## config.mk

```make
export PLATFORM = sky130hd
export DESIGN_NAME = dma_rx_ring_reader_unit
export DESIGN_NICKNAME = d
export VERILOG_FILES = /design/src/hdl/rxr_pkg.sv /design/src/hdl/rxr_ring_mem.sv /design/src/hdl/dma_rx_ring_reader_unit.sv
export SDC_FILE = /design/constraint.sdc
export NUM_CORES = 2
export LEC_CHECK = 0
export BUFFER_PORTS_ARGS = -buffer_cell sky130_fd_sc_hd__buf_2
export CAP_MARGIN = 30
export CORE_AREA = 2 2 571 346
export DETAILED_ROUTE_END_ITERATION = 6
export DIE_AREA = 0 0 573 348
export PLACE_DENSITY = 0.73
export SETUP_SLACK_MARGIN = 0.02
export SLEW_MARGIN = 20
export SYNTH_ARGS = -nofsm -noshare
export SYNTH_HDL_FRONTEND = slang
export SYNTH_HIERARCHICAL = 1
export SYNTH_SLANG_ARGS = --single-unit
export TNS_END_PERCENT = 20
```

## constraint.sdc

```tcl
create_clock -name clk -period 13.1 [get_ports clk]
set_input_delay 2.62 -clock clk [delete_from_list [all_inputs] [get_ports clk]]
set_output_delay 2.62 -clock clk [all_outputs]
set_load 0.01 [all_outputs]
```

## src/hdl/rxr_pkg.sv

```systemverilog
// shared types and constants for the dma receive ring reader
// no dependencies; used by the top level module and the testbench
`default_nettype none

package rxr_pkg;

  // item kinds
  localparam logic [1:0] KIND_WRITE = 2'd0;
  localparam logic [1:0] KIND_WRAP  = 2'd1;
  localparam logic [1:0] KIND_POP   = 2'd2;

  localparam logic [7:0] EMPTY_BYTE = 8'h00;
  localparam logic [8:0] MIN_SIZE   = 9'd2;
  localparam logic [8:0] MAX_RING   = 9'd256;

  typedef struct packed {
    logic [1:0] kind;
    logic [7:0] write_index;
    logic [7:0] write_data;
    logic [8:0] remaining_count;
  } rxr_in_t;

  typedef struct packed {
    logic       got_byte;
    logic [7:0] data_byte;
    logic       overrun_seen;
    logic [8:0] peak_fill;
    logic [8:0] fill_after;
  } rxr_out_t;

endpackage

`default_nettype wire

```

## src/hdl/rxr_ring_mem.sv

```systemverilog
// ring byte store: one write port, one read port, registered read data
// no package dependency
`default_nettype none

module rxr_ring_mem #(
  parameter int DEPTH = 256,
  parameter int AW    = 8
) (
  input  wire logic          clk,
  input  wire logic          wr_en,
  input  wire logic [AW-1:0] wr_addr,
  input  wire logic [7:0]    wr_data,
  input  wire logic          rd_en,
  input  wire logic [AW-1:0] rd_addr,
  output logic      [7:0]    rd_data
);

  logic [7:0] mem [DEPTH];

  always_ff @(posedge clk) begin
    if (wr_en) begin
      mem[wr_addr] <= wr_data;
    end
  end

  always_ff @(posedge clk) begin
    if (rd_en) begin
      rd_data <= mem[rd_addr];
    end
  end

endmodule

`default_nettype wire

```

## src/hdl/dma_rx_ring_reader_unit.sv

```systemverilog
// top level of the dma receive ring reader: pop sequencer and counters
// depends on rxr_pkg and rxr_ring_mem
`default_nettype none

// Reader side of a byte ring that a DMA engine fills. Each input beat is one
// of three kinds: a DMA byte write (stored in the ring memory at write_index),
// a DMA wrap event (counts one full pass of the writer), or a pop request
// carrying the DMA remaining-count sample. Writes, wraps and unused kinds are
// accepted back to back. A pop with a usable sample runs a fixed sequence:
// ST_MUL checks the sample and multiplies laps by the ring size, ST_FILL forms
// the write total and unread fill (with overrun clamp and read pointer
// rebase), ST_READ issues the ring memory read, and ST_DATA takes the
// registered read data, so the input stalls from the accepted pop until the
// result beat is loaded into the output register at the end of ST_DATA. The
// multiplier and the single ring memory read port set this sequence.
// Ambiguous samples at a wrap boundary go straight from the check to the
// output step, stall the input meanwhile, and give a result with got_byte low
// and fill_after zero. Either path waits longer while the output register
// holds a beat that downstream stalls. The output register lets the input
// take non-pop beats while a result waits to be taken. ring_size is clamped
// to 2..min(256, RING_DEPTH) and must only be written while the block is
// idle. Ring entries are undefined until the DMA writes them; there is no
// clearing pass after reset.
module dma_rx_ring_reader_unit #(
  parameter int RING_DEPTH = 256
) (
  input  wire logic             clk,
  input  wire logic             rst,
  // input beats
  input  wire logic             in_valid,
  output logic                  in_stall,
  input  wire rxr_pkg::rxr_in_t in_item,
  // result beats
  output logic                  out_valid,
  input  wire logic             out_stall,
  output rxr_pkg::rxr_out_t     out_item,
  // ring_size register write
  input  wire logic             cfg_valid,
  output logic                  cfg_ready,
  input  wire logic [8:0]       cfg_data
);

  localparam int AW      = (RING_DEPTH > 1) ? $clog2(RING_DEPTH) : 1;
  localparam int MaxSize = (RING_DEPTH < 256) ? RING_DEPTH : 256;
  localparam logic [8:0] MaxSizeW = 9'(MaxSize);

  typedef enum logic [2:0] {
    ST_IDLE,
    ST_MUL,
    ST_FILL,
    ST_READ,
    ST_DATA
  } state_t;

  state_t state;

  // configuration: effective ring size kept already clamped
  logic [8:0]  ring_size;
  logic [8:0]  size_next;

  // pointer and counter state
  logic [31:0] read_total;
  logic [23:0] write_laps;
  logic [23:0] last_laps;
  logic [7:0]  read_pos;
  logic        overrun_flag;
  logic [8:0]  peak_level;

  // per-pop working registers
  logic [8:0]  sample;
  logic [8:0]  wr_pos;
  logic [31:0] lap_base;
  logic [8:0]  fill;
  logic        got;

  logic        in_fire;
  logic        out_free;
  logic [8:0]  size_m1;
  logic        ambiguous;
  logic [8:0]  sample_sat;
  logic [32:0] mul_full;
  logic [31:0] wr_total;
  logic [31:0] fill_raw;
  logic        overrun;
  logic [8:0]  pos_mod;
  logic [8:0]  rebase_pos;
  logic [8:0]  start_pos;
  logic [8:0]  pos_inc;

  // ring memory ports
  logic          mem_wr_en;
  logic [AW-1:0] mem_wr_addr;
  logic          mem_rd_en;
  logic [AW-1:0] mem_rd_addr;
  logic [7:0]    mem_rd_data;
  logic [16:0]   wr_idx_wide;
  logic [16:0]   rd_idx_wide;

  assign cfg_ready = 1'b1;
  assign in_stall  = (state != ST_IDLE);
  assign in_fire   = in_valid && !in_stall;
  assign out_free  = !out_valid || !out_stall;

  // clamp the written size into the legal range
  always_comb begin
    if (cfg_data < rxr_pkg::MIN_SIZE) begin
      size_next = rxr_pkg::MIN_SIZE;
    end else if (cfg_data > MaxSizeW) begin
      size_next = MaxSizeW;
    end else begin
      size_next = cfg_data;
    end
  end

  // sample checks and write position
  assign size_m1    = ring_size - 9'd1;
  assign ambiguous  = (write_laps == last_laps) &&
                      ((sample == 9'd0) || (sample > size_m1));
  assign sample_sat = (sample > ring_size) ? ring_size : sample;
  assign mul_full   = {9'd0, write_laps} * {24'd0, ring_size};

  // totals modulo 2^32; fill above ring size means the writer lapped us
  assign wr_total   = lap_base + {23'd0, wr_pos};
  assign fill_raw   = wr_total - read_total;
  assign overrun    = fill_raw > {23'd0, ring_size};
  assign pos_mod    = (wr_pos == ring_size) ? 9'd0 : wr_pos;
  assign rebase_pos = pos_mod + 9'd1;
  assign start_pos  = overrun ? rebase_pos : {1'b0, read_pos};
  assign pos_inc    = {1'b0, read_pos} + 9'd1;

  // memory addressing
  assign wr_idx_wide = 17'(in_item.write_index);
  assign rd_idx_wide = 17'(read_pos);
  assign mem_wr_en   = in_fire && (in_item.kind == rxr_pkg::KIND_WRITE) &&
                       (32'(in_item.write_index) < 32'(RING_DEPTH));
  assign mem_wr_addr = wr_idx_wide[AW-1:0];
  assign mem_rd_en   = (state == ST_READ) && (fill != 9'd0);
  assign mem_rd_addr = rd_idx_wide[AW-1:0];

  rxr_ring_mem #(
    .DEPTH (RING_DEPTH),
    .AW    (AW)
  ) u_ring_mem (
    .clk     (clk),
    .wr_en   (mem_wr_en),
    .wr_addr (mem_wr_addr),
    .wr_data (in_item.write_data),
    .rd_en   (mem_rd_en),
    .rd_addr (mem_rd_addr),
    .rd_data (mem_rd_data)
  );

  always_ff @(posedge clk) begin
    if (rst) begin
      state        <= ST_IDLE;
      ring_size    <= MaxSizeW;
      read_total   <= 32'd0;
      write_laps   <= 24'd0;
      last_laps    <= 24'd0;
      read_pos     <= 8'd0;
      overrun_flag <= 1'b0;
      peak_level   <= 9'd0;
      out_valid    <= 1'b0;
    end else begin
      if (cfg_valid && cfg_ready) begin
        ring_size <= size_next;
      end

      // result beat taken downstream, unless st_data loads the next one
      if (out_valid && !out_stall && (state != ST_DATA)) begin
        out_valid <= 1'b0;
      end

      unique case (state)
        ST_IDLE: begin
          if (in_fire) begin
            case (in_item.kind)
              rxr_pkg::KIND_WRAP: begin
                write_laps <= write_laps + 24'd1;
              end
              rxr_pkg::KIND_POP: begin
                sample <= in_item.remaining_count;
                state  <= ST_MUL;
              end
              default: begin
                // byte writes go straight to memory, unused kind dropped
              end
            endcase
          end
        end

        ST_MUL: begin
          if (ambiguous) begin
            got   <= 1'b0;
            fill  <= 9'd0;
            state <= ST_DATA;
          end else begin
            if ((sample > 9'd1) && (sample < size_m1)) begin
              last_laps <= write_laps;
            end
            wr_pos   <= ring_size - sample_sat;
            lap_base <= mul_full[31:0];
            state    <= ST_FILL;
          end
        end

        ST_FILL: begin
          if (overrun) begin
            overrun_flag <= 1'b1;
            fill         <= ring_size;
            read_total   <= wr_total - {23'd0, ring_size};
          end else begin
            fill <= fill_raw[8:0];
          end
          // pointer past the ring end (rebase or size change) restarts at 0
          if (start_pos >= ring_size) begin
            read_pos <= 8'd0;
          end else begin
            read_pos <= start_pos[7:0];
          end
          state <= ST_READ;
        end

        ST_READ: begin
          if (fill != 9'd0) begin
            if (fill >= peak_level) begin
              peak_level <= fill;
            end
            got        <= 1'b1;
            read_total <= read_total + 32'd1;
            read_pos   <= (pos_inc >= ring_size) ? 8'd0 : pos_inc[7:0];
            fill       <= fill - 9'd1;
          end else begin
            got <= 1'b0;
          end
          state <= ST_DATA;
        end

        ST_DATA: begin
          // hold until the output register can take the beat
          if (out_free) begin
            out_item.got_byte     <= got;
            out_item.data_byte    <= got ? mem_rd_data : rxr_pkg::EMPTY_BYTE;
            out_item.overrun_seen <= overrun_flag;
            out_item.peak_fill    <= peak_level;
            out_item.fill_after   <= fill;
            out_valid             <= 1'b1;
            state                 <= ST_IDLE;
          end
        end

        default: begin
          state <= ST_IDLE;
        end
      endcase
    end
  end

endmodule

`default_nettype wire

```

======== Yosys cells after proc, flatten, opt, wreduce, memory -nomap -nowiden ========
Memories as Yosys holds them, arrays and structs flattened. A register that Yosys moved wholly into a read port is not among the register bits.
Index checks and enable logic that the tools add are counted.
W data, S select, Z words.
cells by class
  add/sub/neg operators ................... 10
  $mul .................................... 1
  $lt $le $gt $ge ......................... 10
  eq/ne operators ......................... 15
  mux-type cells .......................... 29
  bitwise operators ....................... 2
  reductions and logical operators ........ 32
operators by type and width
  cell                     number
  $mux W9                  8
  $mux W32                 2
  $pmux W32 S2             1
  $add A32 B1 Y32 const B  1
  $add A32 B9 Y32          1
  $gt A32 B9 Y1            1
  $mul A24 B9 Y32          1
  $sub A32 B32 Y32         1
  $sub A32 B9 Y32          1
  $ge A9 B9 Y1             3
  $pmux W9 S3              1
  $add A24 B1 Y24 const B  1
  $eq A24 B24 Y1           1
  $mux W8                  3
  $reduce_and A3 Y1        8
  $gt A9 B9 Y1             2
  $sub A9 B1 Y9 const B    2
  $pmux W8 S2              1
  $pmux W3 S5              1
  $mux W3                  4
  $add A8 B1 Y9 const B    1
  $add A9 B1 Y9 const B    1
  $eq A9 B9 Y1             1
  $gt A9 B1 Y1 const B     1
  26 further kinds         51
storage, ports and cells
  register bits ........................... 199
  memory bits (writable) .................. 2048
  bits of input ports ..................... 41
  word-level logic and storage cells ...... 119
  memories ................................ 1
memory list
  name            depth  width  read ports  clocked after Yosys merged registers in  write ports  RTL line            source
  u_ring_mem.mem  256    8      1           1                                        1            rxr_ring_mem.sv:18  logic [7:0] mem [DEPTH];

======== Depth between registers and ports, before layout ========
  depth after elaboration ................. 7
  depth in mapped cells ................... 38
  depth with buffers taken out ............ 37

======== By module ========
Netlist, hierarchy kept.
modules (own cells, without submodules)
  module                   times used  cells each  area each (um^2)  seq. area each (um^2)
  rxr_ring_mem             1           3733        79636.4           61739.2
  dma_rx_ring_reader_unit  1           2401        20706.1           4864.7

======== Worst setup path after synthesis ========
No wires, ideal clock.
  path type ............................... register to register
  start ................................... register wr_pos[0]
  end ..................................... register read_pos[1], in the netlist mem_rd_addr[1]
  setup time .............................. 80 ps
  arrival time ............................ 7585 ps
  required time ........................... 13020 ps
  setup slack ............................. 5434 ps
  cell stages (with the launch flop) ...... 35
  buffers on the path ..................... 2
  clock period less this slack ............ 7666 ps
  cell sequence ........................... edfxtp_1 > ha_1 > inv_1 > fa_1 > nor2b_1 > o31a_1 > o31ai_1 > a21oi_1 > nand3_1 > xor2_1 > inv_1 > ha_1 > clkbuf_1 > o22ai_1 > or4_1 > a311o_1 > nor4_1 > nand4_1 > nor4_2 > nand4_2 > buf_4 > o21ai_0 > ha_1 > nand2b_1 > a21o_1 > a21o_1 > a21oi_1 > nor2b_1 > o21ai_0 > nand2b_1 > a21oi_1 > nor2_1 > a2111oi_0 > a221oi_1 > nor3_1
on the way
  word-level cells in the longest chain between the ends .. 7
RTL lines
  element                                          RTL line                                                        source
  start, declared                                  dma_rx_ring_reader_unit.sv:71                                   logic [8:0] wr_pos;
  start signal, assigned                           dma_rx_ring_reader_unit.sv:201                                  wr_pos <= ring_size - sample_sat;
  $add A32 B9 Y32 or $eq A9 B9 Y1 (tied branches)  dma_rx_ring_reader_unit.sv:123, dma_rx_ring_reader_unit.sv:126
  $sub A32 B32 Y32 or $mux W9 (tied branches)      dma_rx_ring_reader_unit.sv:124, dma_rx_ring_reader_unit.sv:126
  $gt A32 B9 Y1 or $add A9 B1 Y9 (tied branches)   dma_rx_ring_reader_unit.sv:125, dma_rx_ring_reader_unit.sv:127
  $mux W9 (*)                                      dma_rx_ring_reader_unit.sv:128                                  assign start_pos = overrun ? rebase_pos : {1'b0, read_pos};
  $ge A9 B9 Y1                                     dma_rx_ring_reader_unit.sv:216                                  if (start_pos >= ring_size) begin
  $mux W8 (*)                                      dma_rx_ring_reader_unit.sv:216
  $pmux W8 S2 (*)                                  dma_rx_ring_reader_unit.sv:174                                  unique case (state)
  end signal, assigned                             dma_rx_ring_reader_unit.sv:219                                  read_pos <= start_pos[7:0];
  end signal, assigned                             dma_rx_ring_reader_unit.sv:231                                  read_pos <= (pos_inc >= ring_size) ? 8'd0 : pos_inc[7:0];
  end, declared                                    dma_rx_ring_reader_unit.sv:65                                   logic [7:0] read_pos;
Mark *: on every way between the ends. The rest lies on a longest branch, timed or not.
A chain may end at the register's enable or synchronous reset.

======== Final worst setup path ========
  start ................................... register wr_pos[0]
  end ..................................... register read_pos[5], in the netlist mem_rd_addr[5]
The elaborated chain is that of the path after synthesis.

==> out/qor.json <==
{
  "synthesis.nets": {"value": 6501},
  "number_of_nets_in_the_final_layout": {"value": 6560},
  "route.final.wire_length": {"value": 258000, "unit": "um"},
  "tritoncts": {"value": "built"},
  "cts.reportedPaths.clkPinSlew": {"value": 70, "unit": "ps"},
  "cts-root-to-sink-buffers": {"value": 4},
  "die_height": {"value": 348, "unit": "um"},
  "status": {"value": "complete, but fails checks"},
  "clock_tree.root_cell": {"value": "sky130_fd_sc_hd__clkbuf_16"},
  "grtUsageTotal": {"value": 25.5, "unit": "%"},
  "die_span_in_x": {"value": 573, "unit": "um"},
  "leakagePower": {"value": 35.6, "unit": "nW"},
  "cts_num_sinks": {"value": 2255},
  "drt-pass1-iter-count": {"value": 7},
  "mean_instance_size_in_the_synthesized_netlist": {"value": 16.4, "unit": "um^2"},
  "violations": {"value": "DRC"},
  "detail_route.wl_per_cell": {"value": 28.7, "unit": "um"},
  "core": {"value": 0.195, "unit": "mm^2"},
  "postPlaceCellArea": {"value": 0.103, "unit": "mm^2"},
  "compound_cell_area_share_of_the_yosys_netlist": {"value": 5.74, "unit": "%"},
  "fin_worst_hold_slack": {"value": 446, "unit": "ps"},
  "synth.cell_area": {"value": 0.100, "unit": "mm^2"},
  "design.die.area": {"value": 0.199, "unit": "mm^2"},
  "hpwl_detailed": {"value": 164000, "unit": "um"},
  "grt_pass1_vias": {"value": 55100},
  "gp_congestion": {"value": 0.922},
  "worst_slew_margin_rel": {"value": 29.2, "unit": "%"},
  "clock_latency": {"value": 880, "unit": "ps"},
  "drt.antenna.violating_nets": {"value": 0},
  "critPathSlowestCell": {"value": "sky130_fd_sc_hd__o31ai_1"},
  "worst_clock_skew": {"value": 102, "unit": "ps"},
  "cts-resized-gates": {"value": 0},
  "initial_core_util": {"value": 51.5, "unit": "%"},
  "antenna_found_initial": {"value": 11},
  "setup.worst_path.start": {"value": "wr_pos[0]"},
  "final_period_demand_of_the_worst_path": {"value": 8330, "unit": "ps"},
  "peakVddDrop": {"value": 127, "unit": "uV"},
  "worst_hold_path_type": {"value": "flip-flop to flip-flop"},
  "critical_path_peak_fanout": {"value": 23},
  "synth_adder_area_share": {"value": 5.25, "unit": "%"},
  "synth_edf_count": {"value": 2144},
  "cts.hold.buffers_added": {"value": 0},
  "ys_async_sr_fraction": {"value": 0, "unit": "%"},
  "synthXorXnorAreaFrac": {"value": 1.62, "unit": "%"},
  "startpoint_type": {"value": "flip-flop"},
  "post-route-cell-area": {"value": 0.110, "unit": "mm^2"},
  "final-hold-violation-count": {"value": 0},
  "cts_setup_buffers": {"value": 0},
  "portBuffers": {"value": 70},
  "detail_route.iter0.violations": {"value": 8349},
  "post-layout-total-power": {"value": 14.5, "unit": "mW"},
  "capture_point_of_the_worst_path": {"value": "mem_rd_addr[5]"},
  "yosysSeqAreaShare": {"value": 66.4, "unit": "%"},
  "yosys_warnings": {"value": 6},
  "globalRoute.totalOverflow": {"value": 0},
  "muxShareOfSynthArea": {"value": 12.2, "unit": "%"},
  "placement_rows": {"value": 126},
  "setup_viol": {"value": 0},
  "layout_cell_share_with_drive_strength_beyond_1": {"value": 15.8, "unit": "%"},
  "final_max_slew_viol_count": {"value": 0},
  "synth_seq_cells": {"value": 2255},
  "htree_levels": {"value": 4},
  "synth_cell_types": {"value": 92},
  "grt_max_degree": {"value": 124},
  "wire_length_of_the_first_global_routing_pass": {"value": 377000, "unit": "um"},
  "critPathCaptureType": {"value": "flip-flop"},
  "path_class": {"value": "flip-flop to flip-flop"},
  "stdcell_count": {"value": 8977},
  "layout_worst_path_cycle_share": {"value": 63.6, "unit": "%"},
  "max_cap_viol_count": {"value": 0},
  "rsz0062_at_grt": {"value": "false"},
  "num_vias": {"value": 57900},
  "dp.cells": {"value": 8595},
  "worst-endpoint-arrival": {"value": 9060, "unit": "ps"},
  "reg2reg_depth": {"value": 36},
  "post_synthesis_instance_total": {"value": 6134},
  "tightestPinTransition": {"value": 1050, "unit": "ps"},
  "layout.filler_cells": {"value": 14700},
  "drc_violations": {"value": 10},
  "critPathMaxStageDelay": {"value": 530, "unit": "ps"},
  "rrSetupSlack": {"value": 4770, "unit": "ps"},
  "power_per_cell_area": {"value": 132, "unit": "mW/mm^2"},
  "critPathMostFrequentCell": {"value": "sky130_fd_sc_hd__a21o_1"},
  "combinational_family_with_the_most_area_after_synthesis": {"value": "multiplexers"},
  "vias_per_cell": {"value": 6.45},
  "synth_simple_gate_area_share": {"value": 6.06, "unit": "%"},
  "ios": {"value": 72},
  "area_delta_synth_final": {"value": 9.32, "unit": "%"},
  "timing.critical_path.required": {"value": 13830, "unit": "ps"},
  "reg_to_reg_startpoint": {"value": "wr_pos[0]"},
  "synth_flop_cell": {"value": "sky130_fd_sc_hd__edfxtp_1"},
  "setup_total_negative_slack": {"value": 0, "unit": "ps"},
  "fmax": {"value": 0.120, "unit": "GHz"},
  "cts_buffers": {"value": 199},
  "worstReg2RegEnd": {"value": "mem_rd_addr[5]"}
}
[Yosys cell counts (26+ instances only)]
master	count	share of area (%)
sky130_fd_sc_hd__nor3_1	70	0.35
sky130_fd_sc_hd__nor4_1	48	0.30
sky130_fd_sc_hd__ha_1	168	2.1
sky130_fd_sc_hd__buf_4	31	0.23
sky130_fd_sc_hd__nor2b_1	49	0.31
sky130_fd_sc_hd__o21ai_0	86	0.43
sky130_fd_sc_hd__inv_1	219	0.82
sky130_fd_sc_hd__dfxtp_1	111	2.2
sky130_fd_sc_hd__buf_2	43	0.21
sky130_fd_sc_hd__edfxtp_1	2144	64
sky130_fd_sc_hd__a21oi_1	232	1.2
sky130_fd_sc_hd__nand2b_1	29	0.18
sky130_fd_sc_hd__nand4_1	42	0.26
sky130_fd_sc_hd__buf_1	30	0.11
sky130_fd_sc_hd__a21o_1	52	0.39
sky130_fd_sc_hd__o221ai_1	48	0.42
sky130_fd_sc_hd__mux4_2	454	10
sky130_fd_sc_hd__nand2_1	295	1.1
sky130_fd_sc_hd__xor2_1	71	0.62
sky130_fd_sc_hd__and3_1	26	0.16
sky130_fd_sc_hd__o22ai_1	47	0.29
sky130_fd_sc_hd__mux2i_1	185	1.8
sky130_fd_sc_hd__o21a_1	31	0.23
sky130_fd_sc_hd__nand3_1	99	0.49
sky130_fd_sc_hd__and2_1	106	0.66
sky130_fd_sc_hd__fa_1	158	3.2
sky130_fd_sc_hd__a22oi_1	135	1.0
sky130_fd_sc_hd__a211oi_1	39	0.29
sky130_fd_sc_hd__clkbuf_1	206	0.77
sky130_fd_sc_hd__xnor2_1	115	1.0
sky130_fd_sc_hd__nor2_1	455	1.7
[cells in the final DEF, fill, tap and decap left out, drive strengths merged, types with 16 or more instances in the layout]
master     n
nand2    295
a221oi    19
o21a      31
a21oi    234
ha       168
mux2i    185
nand2b    29
o31ai     17
edfxtp  2144
mux4     456
buf      201
a211oi    40
clkinv    82
a31oi     17
and3      26
nand4     43
dfxtp    111
a21o      52
o221ai    49
xnor2    115
nor3      70
nand3     99
a22oi    135
o21ai     93
and2     106
inv      232
or3       18
nor2b     49
nor4      52
o211ai    22
o22ai     47
bufinv    16
fa       158
nor2     455
clkbuf   253
xor2      71
[metal layers]
metal | global-route usage, % | part of all wire, % | vias to the layer above
met3 | 8.15 | 14 | 360
met1 | 40.7 | 43 | 29800
met5 | 0.765 | 0.10 | -
li1 | - | - | 24000
met4 | 5.03 | 1.9 | 12
met2 | 34.1 | 41 | 3734
[worst max-delay path, delay by kind of cell, from the launching register on]
family	cells	cell delay [ps]
AND/OR/NAND/NOR	9	1130
adder cells (fa/ha/maj)	4	1210
buffers and inverters	4	660
flip-flops	1	500
XOR/XNOR	2	380
AO/OA/AOI/OAI	17	4330
[cell type report]
class	instances	area [um^2]	share of cell area [%]
Sequential cell	2255	66600	60.7
Multi-Input combinational cell	3303	31100	28.3
Clock buffer	242	5180	4.73
Tap cell	2624	3280	2.99
Timing Repair Buffer	212	1640	1.50
Clock inverter	113	1060	0.970
Inverter	222	833	0.760
Antenna cell	6	15.0	0.0137
[power breakdown]
group	switching [mW]	leakage (nW)	internal [mW]	total [mW]
registers	0.0192	20.2	7.89	7.91
logic	0.570	12.3	0.274	0.844
clock network	2.62	3.05	3.15	5.77
[metrics by stage]
step / setup WS (ps) / util (%)
after floorplan: 5430 / -
after global placement: 4870 / 52.9
after detailed placement: 4900 / 53.0
after CTS: 4880 / 56.2
after global routing: 4060 / 56.3
final: 4770 / 56.3
[logic make-up (layout without fill, tap and decap cells)]
kind of cell	after synthesis	in the layout
AO/OA/AOI/OAI	852	852
XOR/XNOR	186	186
flip-flops	2255	2255
AND/OR/NAND/NOR	1289	1289
other	1	7
adder cells (fa/ha/maj)	326	326
multiplexers	649	649
buffers and inverters	576	789
[flip-flops by register name, indices dropped and copies added, names as in the netlist]
name / count
peak_level: 9
u_ring_mem/mem: 2048
lap_base: 32
overrun_flag: 1
out_valid: 1
fill: 9
ring_size: 9
got: 1
write_laps: 24
wr_pos: 9
state: 3
read_total: 32
last_laps: 24
sample: 9
out_item: 28
mem_rd_addr: 8
u_ring_mem/rd_data: 8
[worst min path at each step]
stage	slack, ps	depth (start not counted)	startpoint	to
after global placement	430	0	overrun_flag	out_item[18]
after CTS	450	0	overrun_flag	out_item[18]
after global routing	450	0	overrun_flag	out_item[18]
after floorplan	410	0	overrun_flag	out_item[18]
final	450	0	overrun_flag	out_item[18]
after detailed placement	440	0	overrun_flag	out_item[18]
(Power assumes the default switching activity.)
